<file path="src/hdl/kied_pkg.sv">
package kied_pkg;

  typedef enum logic [1:0] {
    MODE_DOOR   = 2'd0,
    MODE_SWITCH = 2'd1,
    MODE_PUSH   = 2'd2,
    MODE_MOTION = 2'd3
  } kied_mode_t;

  // register indexes on the configuration channel
  localparam int unsigned CFG_IDX_W = 4;
  localparam logic [CFG_IDX_W-1:0] CFG_INPUT_MODE      = 4'd0;
  localparam logic [CFG_IDX_W-1:0] CFG_INPUT_ENABLED   = 4'd1;
  localparam logic [CFG_IDX_W-1:0] CFG_NOT_INVERTED    = 4'd2;
  localparam logic [CFG_IDX_W-1:0] CFG_ACTIVE_HIGH     = 4'd3;
  localparam logic [CFG_IDX_W-1:0] CFG_LONG_PRESS      = 4'd4;
  localparam logic [CFG_IDX_W-1:0] CFG_DOOR_DEBOUNCE   = 4'd5;
  localparam logic [CFG_IDX_W-1:0] CFG_SWITCH_DEBOUNCE = 4'd6;
  localparam logic [CFG_IDX_W-1:0] CFG_KEY_DEBOUNCE    = 4'd7;

  localparam logic [31:0] REPEAT_MS   = 32'd300;
  localparam logic [6:0]  TENTH_MS    = 7'd100;
  localparam logic [7:0]  LOW6_MASK   = 8'h3F;
  localparam logic [7:0]  LP_SENTINEL = 8'hFF;
  localparam logic [7:0]  LP_SUBST    = 8'd10;

  typedef struct packed {
    logic        raw_level;
    logic [31:0] time_ms;
    logic [7:0]  channel_in;
    logic        bus_blocked;
  } kied_sample_t;

  typedef struct packed {
    logic [7:0] channel_out;
    logic [7:0] key_number;
    logic       long_press;
  } kied_evt_t;

  typedef struct packed {
    logic [CFG_IDX_W-1:0] index;
    logic [15:0]          data;
  } kied_cfg_wr_t;

  typedef struct packed {
    kied_mode_t  input_mode;
    logic        input_enabled;
    logic        not_inverted;
    logic        active_high;
    logic [7:0]  long_press_tenths;
    logic [15:0] door_debounce_ms;
    logic [15:0] switch_debounce_ms;
    logic [15:0] key_debounce_ms;
  } kied_cfg_t;

endpackage

</file>
<file path="src/hdl/kied_stream_if.sv">
interface kied_stream_if #(
  parameter type T = logic
) ();
  logic valid;
  logic ready;
  T     data;

  modport source (output valid, output data, input ready);
  modport sink   (input valid, input data, output ready);
endinterface

</file>
<file path="src/hdl/kied_cfg_regs.sv">
module kied_cfg_regs (
  input  logic                  clk,
  input  logic                  rst,
  input  logic                  wr_en,
  input  kied_pkg::kied_cfg_wr_t wr,
  output kied_pkg::kied_cfg_t   cfg
);
  import kied_pkg::*;

  always_ff @(posedge clk) begin
    if (rst) begin
      cfg.input_mode         <= MODE_PUSH;
      cfg.input_enabled      <= 1'b1;
      cfg.not_inverted       <= 1'b1;
      cfg.active_high        <= 1'b0;
      cfg.long_press_tenths  <= 8'd10;
      cfg.door_debounce_ms   <= 16'd200;
      cfg.switch_debounce_ms <= 16'd100;
      cfg.key_debounce_ms    <= 16'd50;
    end else if (wr_en) begin
      case (wr.index)
        CFG_INPUT_MODE:      cfg.input_mode         <= kied_mode_t'(wr.data[1:0]);
        CFG_INPUT_ENABLED:   cfg.input_enabled      <= wr.data[0];
        CFG_NOT_INVERTED:    cfg.not_inverted       <= wr.data[0];
        CFG_ACTIVE_HIGH:     cfg.active_high        <= wr.data[0];
        CFG_LONG_PRESS:      cfg.long_press_tenths  <= wr.data[7:0];
        CFG_DOOR_DEBOUNCE:   cfg.door_debounce_ms   <= wr.data;
        CFG_SWITCH_DEBOUNCE: cfg.switch_debounce_ms <= wr.data;
        CFG_KEY_DEBOUNCE:    cfg.key_debounce_ms    <= wr.data;
        default: ;
      endcase
    end
  end
endmodule

</file>
<file path="src/hdl/kied_step.sv">
module kied_step (
  input  logic                  clk,
  input  logic                  rst,
  input  kied_pkg::kied_cfg_t   cfg,
  input  logic                  step,
  input  kied_pkg::kied_sample_t item,
  output logic                  emit_valid,
  output kied_pkg::kied_evt_t   emit_data
);
  import kied_pkg::*;

  logic [31:0] press_start_time, press_start_time_next;
  logic [7:0]  press_counter, press_counter_next;
  logic [31:0] last_long_time, last_long_time_next;
  logic        last_stable_level, last_stable_level_next;

  logic [31:0] now, d_start, d_long;
  logic        lvl, busy;
  logic [7:0]  tenths, cnt_fix, cnt_inc, fix_inc;
  logic [14:0] long_thr;

  always_comb begin
    now      = (item.time_ms == 32'd0) ? 32'd1 : item.time_ms;
    lvl      = item.raw_level ^ ~cfg.not_inverted ^ cfg.active_high;
    busy     = item.bus_blocked;
    d_start  = now - press_start_time;
    d_long   = now - last_long_time;
    tenths   = (cfg.long_press_tenths == LP_SENTINEL) ? LP_SUBST : cfg.long_press_tenths;
    long_thr = 15'(tenths) * 15'(TENTH_MS);
    // counter correction used by the modes that can be held by a busy bus
    cnt_fix  = ((press_counter & LOW6_MASK) == 8'd0) ? 8'd1 : press_counter;
    cnt_inc  = press_counter + 8'd1;
    fix_inc  = cnt_fix + 8'd1;

    press_start_time_next  = press_start_time;
    press_counter_next     = press_counter;
    last_long_time_next    = last_long_time;
    last_stable_level_next = last_stable_level;
    emit_valid             = 1'b0;
    emit_data.channel_out  = item.channel_in;
    emit_data.key_number   = press_counter;
    emit_data.long_press   = 1'b0;

    if (cfg.input_enabled) begin
      case (cfg.input_mode)
        MODE_DOOR: begin
          if (lvl != last_stable_level) begin
            if (press_start_time == 32'd0) begin
              press_start_time_next = now;
            end else if (d_start >= {16'd0, cfg.door_debounce_ms}) begin
              press_counter_next = cnt_fix;
              if (!busy) begin
                press_counter_next     = fix_inc;
                last_stable_level_next = lvl;
                emit_valid             = 1'b1;
                emit_data.key_number   = cnt_fix;
                emit_data.long_press   = ~lvl;
              end
            end
          end else begin
            press_start_time_next = 32'd0;
          end
        end
        MODE_SWITCH: begin
          if (lvl) begin
            if (press_start_time == 32'd0) begin
              press_start_time_next = now;
            end else if (d_start >= {16'd0, cfg.switch_debounce_ms} &&
                         last_long_time == 32'd0) begin
              press_counter_next   = cnt_inc;
              last_long_time_next  = now;
              emit_valid           = 1'b1;
              emit_data.key_number = cnt_inc;
            end
          end else begin
            press_start_time_next = 32'd0;
            if (last_long_time != 32'd0) begin
              press_counter_next   = cnt_inc;
              last_long_time_next  = 32'd0;
              emit_valid           = 1'b1;
              emit_data.key_number = cnt_inc;
            end
          end
        end
        MODE_PUSH: begin
          if (lvl) begin
            if (press_start_time != 32'd0) begin
              press_start_time_next = 32'd0;
              if (d_start >= {16'd0, cfg.key_debounce_ms} && last_long_time == 32'd0) begin
                press_counter_next   = cnt_inc;
                emit_valid           = 1'b1;
                emit_data.key_number = cnt_inc;
              end
            end
          end else if (press_start_time != 32'd0) begin
            if (last_long_time != 32'd0) begin
              // repeat of a held long press
              if (d_long >= REPEAT_MS) begin
                last_long_time_next  = now;
                emit_valid           = 1'b1;
                emit_data.long_press = 1'b1;
              end
            end else if (d_start >= {17'd0, long_thr}) begin
              press_counter_next   = cnt_inc;
              last_long_time_next  = now;
              emit_valid           = 1'b1;
              emit_data.key_number = cnt_inc;
              emit_data.long_press = 1'b1;
            end
          end else begin
            press_start_time_next = now;
            last_long_time_next   = 32'd0;
          end
        end
        default: begin
          if (lvl) begin
            if (press_start_time == 32'd0) begin
              press_start_time_next = now;
            end else if (d_start >= {16'd0, cfg.switch_debounce_ms} &&
                         last_long_time == 32'd0) begin
              press_counter_next = cnt_fix;
              if (!busy) begin
                press_counter_next   = fix_inc;
                last_long_time_next  = now;
                emit_valid           = 1'b1;
                emit_data.key_number = cnt_fix;
              end
            end
          end else begin
            last_long_time_next   = 32'd0;
            press_start_time_next = 32'd0;
          end
        end
      endcase
    end
  end

  always_ff @(posedge clk) begin
    if (rst) begin
      press_start_time  <= 32'd0;
      press_counter     <= 8'd0;
      last_long_time    <= 32'd0;
      last_stable_level <= 1'b0;
    end else if (step) begin
      press_start_time  <= press_start_time_next;
      press_counter     <= press_counter_next;
      last_long_time    <= last_long_time_next;
      last_stable_level <= last_stable_level_next;
    end
  end
endmodule

</file>
<file path="src/hdl/key_input_event_debouncer.sv">
// channel   dir  payload         transfer
// sample    in   kied_sample_t   sample.valid & sample.ready
// evt       out  kied_evt_t      evt.valid & evt.ready
// cfg       in   kied_cfg_wr_t   cfg.valid & cfg.ready (always ready)
//
// one sample per clock while evt is not stalled; from transfer to event a sample
// passes a sample register, then the step logic into the event register
// the key state updates when a sample leaves the sample register
// a stalled evt holds the event register and, once the sample register is
// full, stalls sample; rst is synchronous and clears state and config
module key_input_event_debouncer (
  input  logic clk,
  input  logic rst,
  kied_stream_if.sink   sample,
  kied_stream_if.source evt,
  kied_stream_if.sink   cfg
);
  import kied_pkg::*;

  kied_cfg_t    cfg_q;
  kied_sample_t item;
  logic         item_valid;
  logic         advance;
  logic         emit_valid;
  kied_evt_t    emit_data;

  // config writes land at once; the user must send them only while the block is idle, the block does not enforce it
  assign cfg.ready = 1'b1;

  kied_cfg_regs u_cfg (
    .clk   (clk),
    .rst   (rst),
    .wr_en (cfg.valid),
    .wr    (cfg.data),
    .cfg   (cfg_q)
  );

  // the sample moves on when the event register is free or being emptied
  assign advance      = item_valid && (!evt.valid || evt.ready);
  assign sample.ready = !item_valid || advance;

  always_ff @(posedge clk) begin
    if (rst) begin
      item_valid <= 1'b0;
    end else if (sample.ready) begin
      item_valid <= sample.valid;
    end
  end

  // sample payload, no reset needed
  always_ff @(posedge clk) begin
    if (sample.valid && sample.ready) begin
      item <= sample.data;
    end
  end

  kied_step u_step (
    .clk        (clk),
    .rst        (rst),
    .cfg        (cfg_q),
    .step       (advance),
    .item       (item),
    .emit_valid (emit_valid),
    .emit_data  (emit_data)
  );

  // event register; samples with no event just leave it empty
  always_ff @(posedge clk) begin
    if (rst) begin
      evt.valid <= 1'b0;
    end else if (advance) begin
      evt.valid <= emit_valid;
    end else if (evt.ready) begin
      evt.valid <= 1'b0;
    end
  end

  always_ff @(posedge clk) begin
    if (advance) begin
      evt.data <= emit_data;
    end
  end
endmodule

</file>
<file path="src/flat_wrapper.sv">
// flat-port wrapper written by rule: the top's interface ports become plain ports
module key_input_event_debouncer_flat import kied_pkg::*;
  (clk, rst, sample_valid, sample_data, sample_ready, evt_valid, evt_data, evt_ready, cfg_valid, cfg_data, cfg_ready);
  kied_stream_if #(.T(kied_sample_t)) sample_i ();
  kied_stream_if #(.T(kied_evt_t)) evt_i ();
  kied_stream_if #(.T(kied_cfg_wr_t)) cfg_i ();
  input  logic clk;
  input  logic rst;
  input wire logic [$bits(sample_i.valid)-1:0] sample_valid;
  input wire logic [$bits(sample_i.data)-1:0] sample_data;
  output wire logic [$bits(sample_i.ready)-1:0] sample_ready;
  output wire logic [$bits(evt_i.valid)-1:0] evt_valid;
  output wire logic [$bits(evt_i.data)-1:0] evt_data;
  input wire logic [$bits(evt_i.ready)-1:0] evt_ready;
  input wire logic [$bits(cfg_i.valid)-1:0] cfg_valid;
  input wire logic [$bits(cfg_i.data)-1:0] cfg_data;
  output wire logic [$bits(cfg_i.ready)-1:0] cfg_ready;
  assign sample_i.valid = sample_valid;
  assign sample_i.data = sample_data;
  assign sample_ready = sample_i.ready;
  assign evt_valid = evt_i.valid;
  assign evt_data = evt_i.data;
  assign evt_i.ready = evt_ready;
  assign cfg_i.valid = cfg_valid;
  assign cfg_i.data = cfg_data;
  assign cfg_ready = cfg_i.ready;
  key_input_event_debouncer u_core (.clk(clk), .rst(rst), .sample(sample_i), .evt(evt_i), .cfg(cfg_i));
endmodule
</file>
<file path="config.mk">
export PLATFORM = sky130hd
export DESIGN_NAME = key_input_event_debouncer_flat
export DESIGN_NICKNAME = d
export VERILOG_FILES = /design/src/hdl/kied_pkg.sv /design/src/hdl/kied_stream_if.sv /design/src/hdl/kied_cfg_regs.sv /design/src/hdl/kied_step.sv /design/src/hdl/key_input_event_debouncer.sv /design/src/flat_wrapper.sv
export SDC_FILE = /design/constraint.sdc
export NUM_CORES = 1
export LEC_CHECK = 0
export BUFFER_PORTS_ARGS = -buffer_cell sky130_fd_sc_hd__buf_4
export CAP_MARGIN = 20
export CORE_MARGIN = 1
export CORE_UTILIZATION = 40
export CTS_CLUSTER_SIZE = 16
export DETAILED_ROUTE_END_ITERATION = 7
export HOLD_SLACK_MARGIN = 0.05
export PLACE_DENSITY_LB_ADDON = 0.05
export SETUP_SLACK_MARGIN = 0.3
export SYNTH_ARGS = -nofsm -noshare
export SYNTH_HDL_FRONTEND = slang
export SYNTH_SLANG_ARGS = --single-unit
export TNS_END_PERCENT = 20
</file>
<file path="constraint.sdc">
create_clock -name clk -period 11.1 [get_ports clk]
set_input_delay 1.665 -clock clk [delete_from_list [all_inputs] [get_ports clk]]
set_output_delay 1.665 -clock clk [all_outputs]
set_load 0.005 [all_outputs]
</file>
==> results of run 1 <==
-- critical path, delay by kind of cell, from the launching register on --
kind / cells / cell delay, ps
xor gates and xnor gates: 1 / 200
buffers and inverters: 4 / 520
DFF: 1 / 480
adders and majority gates: 6 / 1860
and+or+nand+nor: 8 / 1880
AOI/OAI and AO/OA: 9 / 1230
muxes: 1 / 180
-- sequential cells by signal, indices dropped and copies added, names as in the netlist --
register                         count
u_core.u_cfg.cfg                    61
u_core.item                         42
u_core.u_step.last_long_time        32
u_core.u_step.press_start_time      32
u_core.evt.data                     17
u_core.u_step.press_counter          8
u_core.evt.valid                     1
u_core.item_valid                    1
u_core.u_step.last_stable_level      1
-- per-layer routing --
metal	vias to the layer above	wire length, µm	GRT usage, %
met5	-	13	0
met4	2	1240	7.67
met3	57	1780	3.59
met2	340	21800	40.6
met1	6555	21800	32.3
li1	6836	-	-
-- logic make-up (layout without fill, tap and decap cells) --
kind of cell	count (synthesis)	count (layout)
muxes	53	53
xor gates and xnor gates	58	58
adders and majority gates	156	156
other	1	1
DFF	195	195
AOI/OAI and AO/OA	510	510
buffers and inverters	272	286
and+or+nand+nor	665	665
-- metrics by stage --
stage | cell area [µm²] | power [W] | instances | worst slack, ps
global placement | 16100 | 0.00228 | 2403 | 4470
floorplan | 15300 | 0.00187 | 1910 | 5740
detailed placement | 16100 | 0.00229 | 2403 | 4380
finish | 16700 | 0.00291 | 2435 | 4590
CTS | 16700 | 0.00292 | 2435 | 4370
global route | 16700 | 0.00311 | 2435 | 3980
-- layout make-up --
type | count | area (µm²) | share of cell area [%]
Clock buffer | 18 | 429 | 2.57
Tap cell | 511 | 639 | 3.83
Timing Repair Buffer | 95 | 713 | 4.27
Multi-Input combinational cell | 1443 | 9690 | 58.0
Inverter | 159 | 597 | 3.57
Sequential cell | 195 | 4490 | 26.9
Clock inverter | 14 | 148 | 0.883
-- worst max path at each step --
stage	slack (ps)	from	endpoint	depth (start not counted)
detailed placement	4380	u_core.item[25]	u_core.u_step.last_long_time[5]	26
finish	4590	u_core.u_cfg.cfg[54]	u_core.u_step.last_long_time[5]	29
global route	3980	u_core.item[25]	u_core.u_step.last_long_time[12]	26
global placement	4470	u_core.item[25]	u_core.u_step.last_long_time[3]	26
floorplan	5740	u_core.u_cfg.cfg[54]	u_core.evt.data[2]	27
CTS	4370	u_core.item[25]	u_core.u_step.last_long_time[5]	26
-- where the power goes --
group / internal [W] / total, W / switching, W
logic: 0.000504 / 0.00143 / 0.000924
clock network: 0.000317 / 0.000623 / 0.000306
registers: 0.000797 / 0.000859 / 0.0000628
total: 0.00162 / 0.00291 / 0.00129
-- cells in the final DEF (no fill, tap or decap), types with 51 or more instances in the layout --
master	Yosys	routed
o21ai_0	94	94
ha_1	150	150
nand2_1	274	274
buf_4	4	95
a21oi_1	186	185
dfxtp_1	136	136
inv_1	158	158
mux2i_1	51	51
nor2_1	74	74
edfxtp_1	59	59
==> impl_metrics.py, run 1 <==
metrics = {
    "timing": {
        "hold_violations": 0,
        "holdWs_ps": 422,
        "rsz0062_at_grt": "no",
        "relSlewSlack_pct": 28.6,
        "fin_skew_ps": 11.1,
        "final.min_clock_period_ps": 6510,
        "finalCritPeriodShare_pct": 58.6,
        "setup_violations": 0,
        "worstMarginPinSlew_ps": 1060,
        "finalSetupTns_ps": 0,
        "maxSlewViolCount": 0,
        "max_freq_mhz": 154,
    },
    "worst_setup_path": {
        "reg2reg_depth": 29,
        "critPathArrivalTime_ps": 6830,
        "critical_path_required_ps": 11420,
        "critPathMaxStageDelay_ps": 630,
        "rrSetupSlack_ps": 4590,
        "worstPathMaxFanout": 32,
        "timing.rr.end": "u_core.u_step.last_long_time[5]",
        "timing.critical_path.mode_cell": "ha_1",
        "end_kind": "flip-flop",
        "slowest_stage": "nor4_1",
        "cp-start-kind": "flip-flop",
        "worstReg2RegStart": "u_core.u_cfg.cfg[54]",
        "path_class": "reg -> reg",
    },
    "power": {
        "leakagePower_nw": 6.42,
        "vdd_ir_drop_max_mv": 0.120,
        "power.density_mw_per_mm2": 174,
    },
    "cells_and_area": {
        "nets": 2133,
        "fillCellCount": 3802,
        "antenna_cells": 0,
        "drive_above_1_share_pct": 8.78,
        "syn2layout_area_growth_pct": 9.56,
        "final_core_util_pct": 44.5,
    },
    "floorplanning": {
        "ios": 87,
        "std_cell_rows": 71,
        "die_h_um": 197,
        "die_x_um": 197,
        "start_util_pct": 40.6,
        "dieArea_mm2": 0.0389,
        "core-area_mm2": 0.0376,
    },
    "placement": {
        "numPortBuffers": 85,
        "dp_hpwl_mm": 35.7,
        "gp_congestion": 0.917,
    },
    "clocking": {
        "clk_pin_slew_worst_paths_ps": 80,
        "clockBufferDepth": 2,
        "cts_hold_buf": 0,
        "ctsResizeCount": 0,
        "numCtsBuffers": 17,
        "cts-root-buf": "clkbuf_16",
        "cts_sinks": 195,
        "clk_latency_ps": 460,
        "htree_levels": 4,
        "cts_tree": "yes",
        "cts_setup_buffers": 0,
    },
    "synth": {
        "yosys.area.top_type_share_pct": 17.8,
        "synthCells": 1910,
        "synthTopCellsByCount": "nand2_1, a21oi_1, inv_1, ha_1, dfxtp_1",
        "ys_types": 109,
        "synth_compound_area_share_pct": 21.8,
        "synth_area_mm2": 0.0153,
        "synth_nets": 2132,
        "yosysTopAreaCell": "dfxtp_1",
        "synthArstFlopShare_pct": 0,
        "synth.area.mux_share_pct": 3.52,
        "synth_fa_ha_area_share_pct": 13.0,
        "synth.most_common_cell": "nand2_1",
        "synth_flop_cell": "dfxtp_1",
        "synth_edf_count": 59,
        "ys_seq_elements": 195,
        "ys_seq_area_share_pct": 29.5,
        "synth_top_family_by_area": "compound AO/OA/AOI/OAI gates",
        "synthTopCellsByArea": "dfxtp_1, ha_1, edfxtp_1, nand2_1, a21oi_1",
        "yosys.area_share.simple_pct": 21.6,
        "avgSynthCellArea_um2": 7.99,
        "synth.yosys.warnings": 0,
        "yosys.area_share.xor_xnor_pct": 3.33,
    },
    "global_route": {
        "grt.total_usage_pct": 24.4,
        "first_global_vias": 13400,
        "grt_antenna_before_repair": 1,
        "grt_pass1_wl_mm": 73.9,
        "grt.overflow.total": 0,
        "grt_max_degree": 62,
    },
    "run": {
        "drv_cap": 0,
    },
    "routing": {
        "ant_nets": 0,
        "routed_via_density": 5.66,
        "wl_mm": 46.6,
        "drc": 0,
        "drt_iter0_markers": 986,
        "firstDrtPassIters": 6,
        "wl_per_cell_um": 19.1,
        "vias": 13800,
    },
    "status": {
        "status": "finished, final reports clean",
    },
    "min_path": {
        "hold_path_startpoint": "u_core.item[3]",
        "hp-class": "reg -> reg",
        "min_path_cells": 0,
        "hold_end": "u_core.evt.data[11]",
    },
}
(Power assumes the default switching activity.)
==> run 2, diff against run 1 <==
==> constraint.sdc (replaced) <==
create_clock -name clk -period 6.7 [get_ports clk]
set_input_delay 1.005 -clock clk [delete_from_list [all_inputs] [get_ports clk]]
set_output_delay 1.005 -clock clk [all_outputs]
set_load 0.005 [all_outputs]
==> impl_metrics.py, run 2 (synthesized netlist as in run 1, its figures left out) <==
metrics = {
    "power": {
        "pwr-share-comb_pct": 50.1,
        "vdd_ir_drop_max_mv": 0.192,
        "clock_power_share_pct": 20.9,
        "power.density_mw_per_mm2": 290,
        "p_sw_w": 0.00218,
        "p_int_w": 0.00272,
        "p_seq_share_pct": 29.1,
        "leakagePower_nw": 6.53,
        "swShare_pct": 44.5,
    },
    "routing": {
        "drt_iter0_markers": 894,
        "firstDrtPassIters": 5,
        "wl_mm": 47.1,
        "routed_via_density": 5.65,
        "drc": 0,
        "ant_nets": 0,
        "vias": 13900,
        "wl_per_cell_um": 19.2,
    },
    "clocking": {
        "numCtsBuffers": 17,
        "cts_tree": "yes",
        "clockBufferDepth": 2,
        "cts_hold_buf": 0,
        "cts-root-buf": "clkbuf_16",
        "htree_levels": 4,
        "clk_pin_slew_worst_paths_ps": 80,
        "clk_latency_ps": 470,
        "cts_sinks": 195,
    },
    "cells_and_area": {
        "largest_register_ffs": 61,
        "multiInputGateArea_mm2": 0.00973,
        "final_cell_mix": "nand2_1, a21oi_1, inv_1",
        "top_regs": "u_core.u_cfg.cfg: 61 flops, u_core.item: 42 flops",
        "register_area_mm2": 0.00450,
        "regMostFlops": "u_core.u_cfg.cfg",
        "antenna_cells": 0,
        "mostFrequentLayoutCell": "nand2_1",
        "fillCellCount": 3776,
        "final_core_util_pct": 45.0,
        "syn2layout_area_growth_pct": 10.8,
        "drive_above_1_share_pct": 10.1,
        "final_area_mm2": 0.0169,
        "nets": 2152,
    },
    "worst_setup_path": {
        "critPathMaxStageDelay_ps": 590,
        "timing.critical_path.mode_cell": "nor4_1",
        "path_cells": "nor4_1 -> nand4_1 -> o21bai_1 -> inv_1 -> ha_1 -> fa_1 -> nand2b_1 -> a31oi_1 -> o22ai_1 -> a21o_1 -> o211ai_1 -> buf_4 -> mux2_2 -> nor4_1 -> nand4_1 -> nor4_1 -> buf_4 -> a31o_2 -> a211oi_4 -> buf_12 -> mux2i_1",
        "critPathArrivalTime_ps": 6470,
        "reg2reg_depth": 21,
        "path_buf_inv": 4,
        "critical_path.top_delay_family": "simple AND/OR/NAND/NOR gates",
        "cp-start-kind": "flip-flop",
        "end_kind": "flip-flop",
        "path_class": "reg -> reg",
        "timing.rr.end": "u_core.u_step.last_long_time[2]",
        "slowest_stage": "nor4_1",
        "worstReg2RegStart": "u_core.item[25]",
        "critical_path_required_ps": 7040,
        "rrSetupSlack_ps": 570,
        "cp.depth": 21,
        "worstPathMaxFanout": 24,
    },
    "global_route": {
        "gr-usage-met2_pct": 40.3,
        "grt.overflow.total": 0,
        "grt_pass1_wl_mm": 74.8,
        "grt_antenna_before_repair": 0,
        "first_global_vias": 13500,
        "gr-max-usage-layer": "met2",
        "grtUsageMet1_pct": 32.4,
        "grt.total_usage_pct": 24.6,
        "use_met3_pct": 3.45,
        "grt_max_degree": 60,
    },
    "timing": {
        "finalSetupTns_ps": 0,
        "maxSlewViolCount": 0,
        "setup_violations": 0,
        "relSlewSlack_pct": 37.6,
        "final.min_clock_period_ps": 6130,
        "holdWs_ps": 417,
        "rsz0062_at_grt": "yes",
        "hold_violations": 0,
        "worstMarginPinSlew_ps": 936,
        "max_freq_mhz": 163,
        "finalCritPeriodShare_pct": 91.5,
        "fin_skew_ps": 12.9,
    },
    "min_path": {
        "hp-class": "reg -> reg",
        "hold_end": "u_core.evt.data[10]",
        "hold_path_startpoint": "u_core.item[2]",
        "min_path_cells": 0,
    },
    "floorplanning": {
        "dieArea_mm2": 0.0389,
        "die_h_um": 197,
        "core-area_mm2": 0.0376,
        "ios": 87,
        "start_util_pct": 40.6,
        "std_cell_rows": 71,
        "die_x_um": 197,
    },
    "placement": {
        "dp_hpwl_mm": 35.9,
        "gp_congestion": 0.877,
        "numPortBuffers": 85,
        "place_area_mm2": 0.0162,
    },
    "status": {
        "status": "finished, final reports clean",
    },
    "run": {
        "drv_cap": 0,
    },
}
==> run 2: timing repair <==
action                                  CTS  global route
setup buffers                             4             1
pin swaps                                 1             2
endpoints found under the setup margin    1            50
gates resized for setup                   0             8
==> run 2: how the worst max path moves through the flow <==
stage | from | to | slack, ps
after floorplan | u_core.u_cfg.cfg[54] | u_core.evt.data[2] | 1340
after global routing | u_core.u_cfg.cfg[55] | u_core.evt.data[2] | 270
after global placement | u_core.item[33] | u_core.evt.data[2] | 480
after CTS | u_core.item[33] | u_core.evt.data[8] | 310
after detailed placement | u_core.item[33] | u_core.evt.data[2] | 320
final | u_core.item[25] | u_core.u_step.last_long_time[2] | 570
==> run 2: layout make-up <==
class / count / area share (%)
clock inverters: 11 / 0.563
flip-flops and latches: 195 / 26.6
repair buffers: 114 / 5.21
clock buffers: 21 / 2.74
inverters: 159 / 3.53
well taps: 511 / 3.78
multi-input cells: 1443 / 57.6
==> run 2: through the flow <==
| stage | setup WS, ps | cells | total power, W |
|---|---|---|---|
| after floorplan | 1340 | 1910 | 0.00310 |
| after CTS | 305 | 2453 | 0.00490 |
| after detailed placement | 320 | 2417 | 0.00386 |
| after global routing | 273 | 2454 | 0.00524 |
| final | 572 | 2454 | 0.00490 |
| after global placement | 485 | 2417 | 0.00384 |
==> run 2: power by group through the flow <==
stage	Combinational (W)	Sequential [W]	Clock [W]
after floorplan	0.00169	0.00140	0
after CTS	0.00243	0.00142	0.00105
after global routing	0.00271	0.00144	0.00109
after global placement	0.00240	0.00145	0
after detailed placement	0.00241	0.00145	0
final	0.00245	0.00142	0.00102
==> run 2: per-layer routing <==
| layer | up-vias | wire [µm] |
|---|---|---|
| met5 | - | 0 |
| met3 | 81 | 1700 |
| met4 | 0 | 1750 |
| met2 | 305 | 21800 |
| met1 | 6581 | 21900 |
| li1 | 6887 | - |
==> run 3, diff against run 2 <==
==> constraint.sdc (replaced) <==
create_clock -name clk -period 6.7 [get_ports clk]
set_input_delay 0.335 -clock clk [delete_from_list [all_inputs] [get_ports clk]]
set_output_delay 0.335 -clock clk [all_outputs]
set_load 0.005 [all_outputs]
==> impl_metrics.py, run 3 (synthesized netlist as in run 1, its figures left out) <==
metrics = {
    "worst_setup_path": {
        "worstReg2RegStart": "u_core.item[25]",
        "rrSetupSlack_ps": 560,
        "critPathArrivalTime_ps": 6480,
        "end_kind": "flip-flop",
        "worstPathMaxFanout": 24,
        "reg2reg_depth": 20,
        "path_class": "reg -> reg",
        "critical_path_required_ps": 7050,
        "cp-start-kind": "flip-flop",
        "timing.rr.end": "u_core.u_step.last_long_time[2]",
    },
    "global_route": {
        "grt.overflow.total": 0,
        "grt_max_degree": 60,
        "grt_antenna_before_repair": 0,
        "grt.total_usage_pct": 24.8,
        "first_global_vias": 13600,
        "grt_pass1_wl_mm": 75.3,
    },
    "routing": {
        "drt_iter0_markers": 894,
        "routed_via_density": 5.65,
        "vias": 14100,
        "ant_nets": 0,
        "wl_per_cell_um": 19.0,
        "wl_mm": 47.4,
        "firstDrtPassIters": 5,
        "drc": 0,
    },
    "timing": {
        "fin_skew_ps": 12.8,
        "worstMarginPinSlew_ps": 942,
        "relSlewSlack_pct": 37.2,
        "final.min_clock_period_ps": 6140,
        "maxSlewViolCount": 0,
        "finalSetupTns_ps": 0,
        "hold_violations": 0,
        "rsz0062_at_grt": "yes",
        "finalCritPeriodShare_pct": 91.6,
        "setup_violations": 0,
        "max_freq_mhz": 163,
    },
    "cells_and_area": {
        "nets": 2190,
        "fillCellCount": 3755,
        "antenna_cells": 0,
        "drive_above_1_share_pct": 9.89,
        "final_cell_mix": "nand2_1, a21oi_1, inv_1",
        "mostFrequentLayoutCell": "nand2_1",
        "top_regs": "u_core.u_cfg.cfg: 61 flops, u_core.item: 42 flops",
        "syn2layout_area_growth_pct": 13.3,
        "largest_register_ffs": 61,
        "regMostFlops": "u_core.u_cfg.cfg",
    },
    "floorplanning": {
        "die_x_um": 197,
        "std_cell_rows": 71,
        "die_h_um": 197,
        "start_util_pct": 40.6,
        "ios": 87,
        "core-area_mm2": 0.0376,
        "dieArea_mm2": 0.0389,
    },
    "clocking": {
        "clockBufferDepth": 2,
        "numCtsBuffers": 17,
        "clk_latency_ps": 470,
        "cts-root-buf": "clkbuf_16",
        "htree_levels": 4,
        "cts_sinks": 195,
        "clk_pin_slew_worst_paths_ps": 70,
        "cts_tree": "yes",
    },
    "run": {
        "drv_cap": 0,
    },
    "power": {
        "power.density_mw_per_mm2": 285,
        "leakagePower_nw": 6.68,
        "total_power_w": 0.00492,
        "vdd_ir_drop_max_mv": 0.194,
    },
    "placement": {
        "gp_congestion": 0.877,
        "numPortBuffers": 85,
        "dp_hpwl_mm": 35.9,
    },
    "min_path": {
        "hp-class": "in -> reg",
        "min_path_cells": 1,
        "hold_end": "u_core.item[40]",
        "hold_path_startpoint": "sample_data[40]",
    },
    "status": {
        "status": "finished, final reports clean",
    },
}
## run 3: cell types whose count changed in the layout (fill, tap and decap cells not counted)
cell and delta:
dlygate4sd3_1 +38
## run 3: per-stage QoR
stage	cells	worst slack (ps)	util (%)	cell area (µm²)	hold slack, ps
floorplan	1910	1340	-	15300	400
global placement	2417	485	43.2	16200	401
detailed placement	2417	320	43.2	16200	405
CTS	2491	305	45.9	17200	50.1
global route	2492	273	46.0	17300	50.4
finish	2492	564	46.0	17300	71.4
## run 3: routing by layer
layer / vias to the layer above / global-route usage [%] / share of wire, %
li1: 6956 / - / -
met1: 6684 / 32.5 / 46
met2: 357 / 40.8 / 47
met3: 74 / 3.40 / 4.0
met4: 0 / 10.3 / 3.5
met5: - / 0 / 0
## run 3: report_power, final
group          internal (W)  switching [W]  total, W
clock              0.000510       0.000512   0.00102
sequential          0.00132       0.000103   0.00142
combinational      0.000907        0.00157   0.00248
total               0.00274        0.00219   0.00492
## run 3: worst max path at each step
stage / slack, ps / cells after the start / to / startpoint
detailed placement: 320 / 23 / u_core.evt.data[2] / u_core.item[33]
CTS: 310 / 25 / u_core.evt.data[8] / u_core.item[33]
global placement: 480 / 23 / u_core.evt.data[2] / u_core.item[33]
floorplan: 1340 / 27 / u_core.evt.data[2] / u_core.u_cfg.cfg[54]
finish: 560 / 20 / u_core.u_step.last_long_time[2] / u_core.item[25]
global route: 270 / 28 / u_core.evt.data[2] / u_core.u_cfg.cfg[55]
## run 3: layout make-up
class / instances / area (µm²) / area share (%)
clock buffers: 21 / 463 / 2.68
clock inverters: 11 / 95.1 / 0.550
inverters: 159 / 597 / 3.45
multi-input cells: 1443 / 9730 / 56.3
flip-flops and latches: 195 / 4500 / 26.0
well taps: 511 / 639 / 3.70
repair buffers: 152 / 1260 / 7.30
## run 3: worst max-delay path, cell delays in order, from the launching register on
cell	delay (ps)
edfxtp_1	490
nor4_1	410
nand4_1	290
o21bai_1	310
inv_1	110
ha_1	230
fa_1	420
nand2b_1	180
a31oi_1	270
o22ai_1	140
a21o_1	250
a221o_1	330
or4_1	520
nor4_1	440
nand4_1	220
nor4_1	510
buf_4	230
a31o_2	190
a211oi_4	90
buf_12	210
mux2i_1	140
## run 3: timing repair
item                                    in CTS  in global routing
endpoints found under the hold margin       38                  0
endpoints found under the setup margin       1                 50
pin swaps                                    1                  2
resized for setup                            0                  8
buffers inserted                             4                  1
hold buffers                                38                  0
